==> src/gcs_pkg.sv <==
`timescale 1ns / 1ps

package gcs_pkg;

    // Grapheme break classes.
    localparam logic [3:0] GC_OTHER   = 4'd0;
    localparam logic [3:0] GC_CR      = 4'd1;
    localparam logic [3:0] GC_LF      = 4'd2;
    localparam logic [3:0] GC_CONTROL = 4'd3;
    localparam logic [3:0] GC_EXTEND  = 4'd4;
    localparam logic [3:0] GC_ZWJ     = 4'd5;
    localparam logic [3:0] GC_RI      = 4'd6;
    localparam logic [3:0] GC_PREPEND = 4'd7;
    localparam logic [3:0] GC_SPACING = 4'd8;
    localparam logic [3:0] GC_L       = 4'd9;
    localparam logic [3:0] GC_V       = 4'd10;
    localparam logic [3:0] GC_T       = 4'd11;
    localparam logic [3:0] GC_LV      = 4'd12;
    localparam logic [3:0] GC_LVT     = 4'd13;

    // Indic conjunct break classes.
    localparam logic [1:0] INCB_NONE      = 2'd0;
    localparam logic [1:0] INCB_CONSONANT = 2'd1;
    localparam logic [1:0] INCB_EXTEND    = 2'd2;
    localparam logic [1:0] INCB_LINKER    = 2'd3;

    typedef struct packed {
        logic        final_cluster;
        logic [31:0] cluster_number;
        logic [31:0] scalar_count;
        logic [31:0] first_scalar;
        logic [31:0] span_length;
        logic [31:0] span_start;
    } gcs_result_t;

endpackage

==> src/gcs_out_queue.sv <==
`timescale 1ns / 1ps

module gcs_out_queue (
    input  logic               clk,
    input  logic               rst_n,
    input  logic [1:0]         wr_cnt,
    input  gcs_pkg::gcs_result_t wr_a,
    input  gcs_pkg::gcs_result_t wr_b,
    output logic               room,
    output logic               out_valid,
    input  logic               out_ready,
    output gcs_pkg::gcs_result_t out_data
);
    import gcs_pkg::*;

    localparam int DEPTH = 4;
    localparam int AW = $clog2(DEPTH);
    localparam int CW = $clog2(DEPTH + 1);

    gcs_result_t   q_reg [DEPTH];
    logic [AW-1:0] wr_ptr_reg, wr_ptr_next;
    logic [AW-1:0] rd_ptr_reg, rd_ptr_next;
    logic [CW-1:0] cnt_reg, cnt_next;
    logic          pop;

    assign out_valid = (cnt_reg != '0);
    assign out_data  = q_reg[rd_ptr_reg];
    // Room for the two clusters a single scalar can close.
    assign room      = (cnt_reg <= CW'(DEPTH - 2));
    assign pop       = out_valid && out_ready;

    always_comb
    begin
        wr_ptr_next = AW'(wr_ptr_reg + AW'(wr_cnt));
        rd_ptr_next = pop ? AW'(rd_ptr_reg + 1'b1) : rd_ptr_reg;
        cnt_next    = CW'(cnt_reg + CW'(wr_cnt) - CW'(pop));
    end

    always_ff @(posedge clk)
    begin
        if (wr_cnt != 2'd0)
        begin
            q_reg[wr_ptr_reg] <= wr_a;
        end
        if (wr_cnt == 2'd2)
        begin
            q_reg[AW'(wr_ptr_reg + 1'b1)] <= wr_b;
        end
    end

    always_ff @(posedge clk or negedge rst_n)
    begin
        if (!rst_n)
        begin
            wr_ptr_reg <= '0;
            rd_ptr_reg <= '0;
            cnt_reg    <= '0;
        end
        else
        begin
            wr_ptr_reg <= wr_ptr_next;
            rd_ptr_reg <= rd_ptr_next;
            cnt_reg    <= cnt_next;
        end
    end

endmodule

==> src/grapheme_cluster_segmenter.sv <==
`timescale 1ns / 1ps

// Extended grapheme cluster segmenter. One Unicode scalar is taken per
// cycle with its break properties already looked up; the scalar passes an
// input register, then the boundary rules and span tracking run and the
// closed clusters land in a four-entry result queue that drives the output
// port. A scalar closes zero, one or two clusters; the output port delivers
// one cluster per cycle while m_tready is high, so a scalar that both breaks
// and ends the text takes two output transfers, and input is held off only
// while the queue cannot take two more clusters. join_conjuncts (reset 1)
// enables the Indic conjunct join and must be written only while the block
// is idle.
module grapheme_cluster_segmenter (
    input  logic         clk,
    input  logic         rst_n,
    input  logic         cfg_we,
    input  logic         cfg_wdata,
    input  logic         s_tvalid,
    output logic         s_tready,
    // source_offset [31:0], source_length [63:32]
    input  logic [63:0]  s_tdata,
    // grapheme_class [3:0], conjunct_class [5:4], ext_pictographic [6]
    input  logic [6:0]   s_tuser,
    input  logic         s_tlast,
    output logic         m_tvalid,
    input  logic         m_tready,
    // span_start [31:0], span_length [63:32], first_scalar [95:64],
    // scalar_count [127:96], cluster_number [159:128]
    output logic [159:0] m_tdata,
    output logic         m_tlast
);
    import gcs_pkg::*;

    logic        join_reg;

    // Input register.
    logic        in_vld_reg;
    logic [3:0]  cls_reg;
    logic [1:0]  incb_reg;
    logic        pict_reg;
    logic [31:0] off_reg;
    logic [31:0] end_reg;
    logic        last_reg;
    logic [32:0] end_sum;
    logic        s_fire, adv, room;

    // Segmentation state.
    logic        open_reg, open_next;
    logic [3:0]  left_reg, left_next;
    logic        ri_reg, ri_next;
    logic        ps_reg, ps_next;
    logic        zr_reg, zr_next;
    logic        cons_reg, cons_next;
    logic        link_reg, link_next;
    logic [31:0] lo_reg, lo_next;
    logic [31:0] hi_reg, hi_next;
    logic [31:0] first_reg, first_next;
    logic [31:0] idx_reg, idx_next;
    logic [31:0] emitted_reg, emitted_next;

    logic        ri_eff, ps_eff, zr_eff, cons_eff, link_eff;
    logic        rule_break, brk;
    logic        left_ctl, right_ctl;
    logic [31:0] emitted_mid;
    logic [1:0]  wr_cnt;
    gcs_result_t res_brk, res_fin, wr_a, q_out;

    assign s_fire  = s_tvalid && s_tready;
    assign adv     = in_vld_reg && room;
    assign s_tready = !in_vld_reg || room;
    assign end_sum = {1'b0, s_tdata[31:0]} + {1'b0, s_tdata[63:32]};

    always_ff @(posedge clk)
    begin
        if (s_fire)
        begin
            cls_reg  <= s_tuser[3:0];
            incb_reg <= s_tuser[5:4];
            pict_reg <= s_tuser[6];
            off_reg  <= s_tdata[31:0];
            end_reg  <= end_sum[32] ? 32'hFFFF_FFFF : end_sum[31:0];
            last_reg <= s_tlast;
        end
    end

    // Tracking bits restart when a scalar opens a new text.
    assign ri_eff   = open_reg && ri_reg;
    assign ps_eff   = open_reg && ps_reg;
    assign zr_eff   = open_reg && zr_reg;
    assign cons_eff = open_reg && cons_reg;
    assign link_eff = open_reg && link_reg;

    assign left_ctl  = (left_reg == GC_CR) || (left_reg == GC_LF) || (left_reg == GC_CONTROL);
    assign right_ctl = (cls_reg == GC_CR) || (cls_reg == GC_LF) || (cls_reg == GC_CONTROL);

    always_comb
    begin
        priority if (left_reg == GC_CR && cls_reg == GC_LF)
            rule_break = 1'b0;
        else if (left_ctl || right_ctl)
            rule_break = 1'b1;
        else if (left_reg == GC_L && (cls_reg == GC_L || cls_reg == GC_V ||
                                      cls_reg == GC_LV || cls_reg == GC_LVT))
            rule_break = 1'b0;
        else if ((left_reg == GC_LV || left_reg == GC_V) &&
                 (cls_reg == GC_V || cls_reg == GC_T))
            rule_break = 1'b0;
        else if ((left_reg == GC_LVT || left_reg == GC_T) && cls_reg == GC_T)
            rule_break = 1'b0;
        else if (cls_reg == GC_EXTEND || cls_reg == GC_ZWJ || cls_reg == GC_SPACING ||
                 left_reg == GC_PREPEND)
            rule_break = 1'b0;
        else if (join_reg && incb_reg == INCB_CONSONANT && cons_reg && link_reg)
            rule_break = 1'b0;
        else if (pict_reg && zr_reg)
            rule_break = 1'b0;
        else if (left_reg == GC_RI && cls_reg == GC_RI && ri_reg)
            rule_break = 1'b0;
        else
            rule_break = 1'b1;
    end

    assign brk = open_reg && rule_break;

    always_comb
    begin
        open_next    = open_reg;
        left_next    = left_reg;
        ri_next      = ri_reg;
        ps_next      = ps_reg;
        zr_next      = zr_reg;
        cons_next    = cons_reg;
        link_next    = link_reg;
        lo_next      = lo_reg;
        hi_next      = hi_reg;
        first_next   = first_reg;
        idx_next     = idx_reg;
        emitted_next = emitted_reg;
        emitted_mid  = emitted_reg;
        wr_cnt       = 2'd0;

        if (adv)
        begin
            if (!open_reg)
            begin
                first_next  = '0;
                lo_next     = off_reg;
                hi_next     = end_reg;
                emitted_mid = '0;
            end
            else if (brk)
            begin
                first_next  = idx_reg;
                lo_next     = off_reg;
                hi_next     = end_reg;
                emitted_mid = emitted_reg + 32'd1;
            end
            else
            begin
                lo_next = (off_reg < lo_reg) ? off_reg : lo_reg;
                hi_next = (end_reg > hi_reg) ? end_reg : hi_reg;
            end

            idx_next  = (open_reg ? idx_reg : 32'd0) + 32'd1;
            left_next = cls_reg;
            ri_next   = (cls_reg == GC_RI) ? !ri_eff : 1'b0;

            priority if (pict_reg)
            begin
                ps_next = 1'b1;
                zr_next = 1'b0;
            end
            else if (cls_reg == GC_EXTEND && ps_eff)
            begin
                ps_next = 1'b1;
                zr_next = 1'b0;
            end
            else if (cls_reg == GC_ZWJ)
            begin
                ps_next = 1'b0;
                zr_next = ps_eff;
            end
            else
            begin
                ps_next = 1'b0;
                zr_next = 1'b0;
            end

            unique case (incb_reg)
                INCB_CONSONANT:
                begin
                    cons_next = 1'b1;
                    link_next = 1'b0;
                end
                INCB_EXTEND:
                begin
                    cons_next = cons_eff;
                    link_next = link_eff;
                end
                INCB_LINKER:
                begin
                    cons_next = cons_eff;
                    link_next = link_eff || cons_eff;
                end
                default:
                begin
                    cons_next = 1'b0;
                    link_next = 1'b0;
                end
            endcase

            emitted_next = emitted_mid + (last_reg ? 32'd1 : 32'd0);
            open_next    = !last_reg;
            wr_cnt       = {1'b0, brk} + {1'b0, last_reg};
        end
    end

    always_comb
    begin
        res_brk.span_start     = lo_reg;
        res_brk.span_length    = hi_reg - lo_reg;
        res_brk.first_scalar   = first_reg;
        res_brk.scalar_count   = idx_reg - first_reg;
        res_brk.cluster_number = emitted_reg;
        res_brk.final_cluster  = 1'b0;

        // The final cluster reports the state as it stands after this scalar.
        res_fin.span_start     = lo_next;
        res_fin.span_length    = hi_next - lo_next;
        res_fin.first_scalar   = first_next;
        res_fin.scalar_count   = idx_next - first_next;
        res_fin.cluster_number = emitted_mid;
        res_fin.final_cluster  = 1'b1;

        wr_a = brk ? res_brk : res_fin;
    end

    always_ff @(posedge clk or negedge rst_n)
    begin
        if (!rst_n)
        begin
            join_reg    <= 1'b1;
            in_vld_reg  <= 1'b0;
            open_reg    <= 1'b0;
            left_reg    <= GC_OTHER;
            ri_reg      <= 1'b0;
            ps_reg      <= 1'b0;
            zr_reg      <= 1'b0;
            cons_reg    <= 1'b0;
            link_reg    <= 1'b0;
            lo_reg      <= '0;
            hi_reg      <= '0;
            first_reg   <= '0;
            idx_reg     <= '0;
            emitted_reg <= '0;
        end
        else
        begin
            if (cfg_we)
            begin
                join_reg <= cfg_wdata;
            end
            if (s_fire)
            begin
                in_vld_reg <= 1'b1;
            end
            else if (adv)
            begin
                in_vld_reg <= 1'b0;
            end
            open_reg    <= open_next;
            left_reg    <= left_next;
            ri_reg      <= ri_next;
            ps_reg      <= ps_next;
            zr_reg      <= zr_next;
            cons_reg    <= cons_next;
            link_reg    <= link_next;
            lo_reg      <= lo_next;
            hi_reg      <= hi_next;
            first_reg   <= first_next;
            idx_reg     <= idx_next;
            emitted_reg <= emitted_next;
        end
    end

    gcs_out_queue u_queue (
        .clk       (clk),
        .rst_n     (rst_n),
        .wr_cnt    (wr_cnt),
        .wr_a      (wr_a),
        .wr_b      (res_fin),
        .room      (room),
        .out_valid (m_tvalid),
        .out_ready (m_tready),
        .out_data  (q_out)
    );

    assign m_tdata = {q_out.cluster_number, q_out.scalar_count, q_out.first_scalar,
                      q_out.span_length, q_out.span_start};
    assign m_tlast = q_out.final_cluster;

endmodule

==> config.mk <==
export PLATFORM = sky130hd
export DESIGN_NAME = grapheme_cluster_segmenter
export DESIGN_NICKNAME = d
export VERILOG_FILES = /design/src/gcs_pkg.sv /design/src/gcs_out_queue.sv /design/src/grapheme_cluster_segmenter.sv
export SDC_FILE = /design/constraint.sdc
export NUM_CORES = 2
export LEC_CHECK = 0
export BUFFER_PORTS_ARGS = -buffer_cell sky130_fd_sc_hd__buf_2
export CORE_UTILIZATION = 55
export CTS_CLUSTER_DIAMETER = 100
export CTS_CLUSTER_SIZE = 10
export DETAILED_ROUTE_END_ITERATION = 10
export GPL_TIMING_DRIVEN = 0
export PLACE_DENSITY_LB_ADDON = 0.08
export SYNTH_ARGS = -nofsm -noshare
export SYNTH_HDL_FRONTEND = slang
export SYNTH_SLANG_ARGS = --single-unit
==> constraint.sdc <==
create_clock -name clk -period 14.12 [get_ports clk]
set_input_delay 1.412 -clock clk [delete_from_list [all_inputs] [get_ports clk]]
set_output_delay 1.412 -clock clk [all_outputs]
set_load 0.05 [all_outputs]
==> key figures <==
Status
  • Result of the run: finished, violations left
  • Violations in the final reports: capacitance limit, slew limit

Timing
  • Hold violation total from the final report: 0
  • Period utilization: 0.825
  • Shortest clock period the worst path allows after layout: 11.65 ns
  • Count of pins over their slew limit: 10
  • Worst slew margin relative to its limit: -0.000201
  • Maximum clock frequency: 85.8 MHz
  • Slew of the pin with the lowest slew margin: 1.50 ns
  • Post-layout worst setup margin: 2.47 ns
  • Setup Viol. Count Final: 0
  • Clock skew after layout: 0.0313 ns
  • Unrepaired setup endpoints after global routing: no

Drt
  • Violation count after the first detailed-routing iteration: 4942
  • Remaining antenna violation count: 0
  • Via density: 6.67
  • # DRC: 0
  • Average wire per cell in the routed design: 28.9 microns
  • Total wirelength of the detailed-routed design: 173000 microns
  • Pre-antenna DRT Iters: 6
  • Total via count after detailed routing: 40000

Finish
  • Layout Nets: 5030
  • Area growth, synth to finish: 11.9%
  • Max FFs per register: 644
  • Fraction of layout cells with a size suffix above 1: 0.129
  • Finished Cell Area: 0.0558 sq mm

Power and ir drop
  • P per Cell Area: 270 mW/mm^2
  • Post-layout power: 0.0151 W
  • VDD IR-drop max: 0.187 mV
  • Static leakage: 20.6 nW

Floorplanning
  • Starting Density: 0.555
  • Horizontal die dimension: 303 microns
  • Die Footprint: 0.0918 sq mm
  • Num ports: 241
  • Chip Height: 303 microns
  • Total number of placement rows: 110
  • Core Footprint: 0.0899 sq mm

Global routing
  • Maximum number of pins on one net before global-route repair: 98
  • First-pass GRT wire length: 249000 microns
  • Number of global-route vias before repair: 38300
  • Initial antenna violation count: 9
  • GRT overflow: 0
  • Overall fraction of global-route tracks in use: 0.376

Synthesis
  • Number of unique standard cell types used by synthesis: 111
  • Average cell area after synthesis: 11.4 sq um
  • Yosys warning total: 0
  • Mapped cell area: 0.0498 sq mm
  • Net count after synthesis: 4675
  • Dominant synthesized flop cell: edfxtp_1
  • Share of synthesized area occupied by flip-flops and latches: 0.520
  • Post-synth EDFFs: 712
  • Post-Syn Instances: 4378
  • Asr flop ratio synth: 0.200
  • Flip-flop and latch count after synthesis: 895

Setup path
  • Max stage delay on crit path: 0.93 ns
  • Type of element capturing the critical path: register
  • Data required, critical path: 14.50 ns
  • Crit Path Max Fanout: 10
  • Nature of the critical path startpoint: register
  • Data arrival time of the critical path: 12.03 ns
  • Critical path type: register to register
  • Cell occurring most often along the worst timing path: clkbuf_1
  • R2R cell count: 30
  • Worst path slowest cell: buf_1

CTS
  • H-tree levels: 3
  • CTS sink cnt: 895
  • Root buffer cell: clkbuf_16
  • Skew-Pair Late Insertion Delay: 0.70 ns
  • Setup bufs post-CTS: 0
  • Number of cells upsized or downsized after cts: 0
  • Number of buffers inserted by hold repair at cts: 0
  • Number of buffers between clock root and the deepest sink: 3
  • CTS buffer count: 99
  • CTS tree: yes
  • Clock input transition at the sequential cells of the worst setup and hold paths: 0.06 ns

Flow run
  • Count of maximum capacitance violations: 2

Place
  • Gpl congestion: 0.995
  • Final HPWL DP: 127000 microns
  • DP Area: 0.0529 sq mm
  • Port bufs: 240
  • DP Worst Slack: 2.97 ns

Worst hold path
  • HP Class: register to register
  • Hold Path Cell Cnt: 2
==> cells by family after synthesis <==
logic type / count (synthesis) / share of synthesized area
compound gates: 1274 / 0.164
xor+xnor: 205 / 0.0362
fa+ha+maj: 227 / 0.0576
buf+inv: 494 / 0.0376
flops: 895 / 0.520
mux: 221 / 0.0858
simple gates: 1062 / 0.0985
==> cell usage after synthesis (all sizes together), types with 15 or more instances <==
master | number | area, sq um
a211oi | 17 | 133
a21boi | 15 | 113
a21o | 35 | 263
a21oi | 183 | 923
a22o | 69 | 604
a22oi | 21 | 158
a31oi | 16 | 115
and2 | 19 | 119
and3 | 29 | 181
and4 | 17 | 151
buf | 50 | 206
clkbuf | 208 | 781
dfrtp | 178 | 4450
edfxtp | 712 | 21400
ha | 213 | 2670
inv | 236 | 886
mux2 | 15 | 173
mux2i | 45 | 479
mux4 | 161 | 3630
nand2 | 468 | 1760
nand2b | 28 | 175
nand3 | 96 | 480
nand4 | 32 | 206
nor2 | 223 | 847
nor2b | 25 | 156
nor3 | 54 | 290
nor4 | 15 | 113
o211ai | 27 | 218
o21a | 24 | 180
o21ai | 278 | 1430
o21bai | 20 | 150
o22ai | 468 | 2930
or2 | 16 | 103
or3 | 17 | 106
xnor2 | 137 | 1210
xor2 | 68 | 596
==> layout make-up <==
class                           count  area [sq um]
Multi-Input combinational cell   2989         22100
Buffer                            258           990
Fill cell                        7307         34100
Timing Repair Buffer              254          1600
Clock buffer                      181          2830
Clock inverter                      3          22.5
Antenna cell                        1          2.50
Sequential cell                   895         25900
Tap cell                         1176          1470
Inverter                          236           886
==> stage by stage <==
stage / cells / utilization / setup TNS (ns) / hold slack (ns)
after global routing: 5992 / 0.621 / 0 / 0.504
final: 5993 / 0.621 / 0 / 0.484
after CTS: 5992 / 0.621 / 0 / 0.480
after floorplan: 4378 / - / 0 / 0.435
after global placement: 5794 / 0.584 / -117.34 / 0.447
after detailed placement: 5808 / 0.589 / 0 / 0.461
==> worst max-delay path: cells and delay by family (launching register included) <==
kind                     cells  cell delay (ns)
AO/OA/AOI/OAI               14             2.92
XOR/XNOR                     1             0.48
adder cells (fa/ha/maj)      2             0.58
buffers and inverters        8             5.60
flip-flops                   1             0.58
AND/OR/NAND/NOR              5             1.12
==> path summary, 6_finish.rpt <==
kind                                          to  slack (ns)                   from
setup / recovery           u_queue.q_reg[2][124]        2.47               open_reg
hold / removal             u_queue.q_reg[1][160]        0.48  u_queue.q_reg[1][160]
setup reg to reg           u_queue.q_reg[2][124]        2.47               open_reg
hold reg to reg            u_queue.q_reg[1][160]        0.48  u_queue.q_reg[1][160]
max in group asynchronous            left_reg[1]       12.24                  rst_n
min in group asynchronous            idx_reg[28]        0.75                  rst_n
==> power by group <==
group / switching, W / total (W) / internal [W] / leakage (nW)
Combinational: 0.00627 / 0.00895 / 0.00268 / 10.2
Clock: 0.00107 / 0.00241 / 0.00134 / 1.35
Sequential: 0.000252 / 0.00373 / 0.00348 / 9.08
==> per-layer routing <==
layer | wire length [microns] | up-vias | track usage
met4 | 10100 | 6 | 0.199
met2 | 79000 | 2414 | 0.585
li1 | - | 17500 | -
met5 | 42 | - | 0
met3 | 18600 | 454 | 0.0836
met1 | 65600 | 19600 | 0.492
==> cells in the final DEF (no fill, tap or decap), types with 17 or more instances in the layout <==
cell type and count:
o211ai_1 24, and2_1 17, nor2b_1 25, o22ai_1 467, a21oi_1 181, a21o_1 35, edfxtp_1 712, buf_2 243
o21ai_1 18, mux4_2 161, and3_1 29, a22o_1 69, inv_1 231, nor2_1 219, or3_1 17, ha_1 213
a22oi_1 21, nand4_1 31, nand3_1 96, o21a_1 24, xor2_1 68, clkbuf_1 288, clkbuf_16 101, nor3_1 50
o21bai_1 20, buf_1 43, o21ai_0 255, nand2_1 463, mux2i_1 42, xnor2_1 136, dfrtp_1 178, nand2b_1 28
No activity file was read; power rests on OpenSTA's default activity.
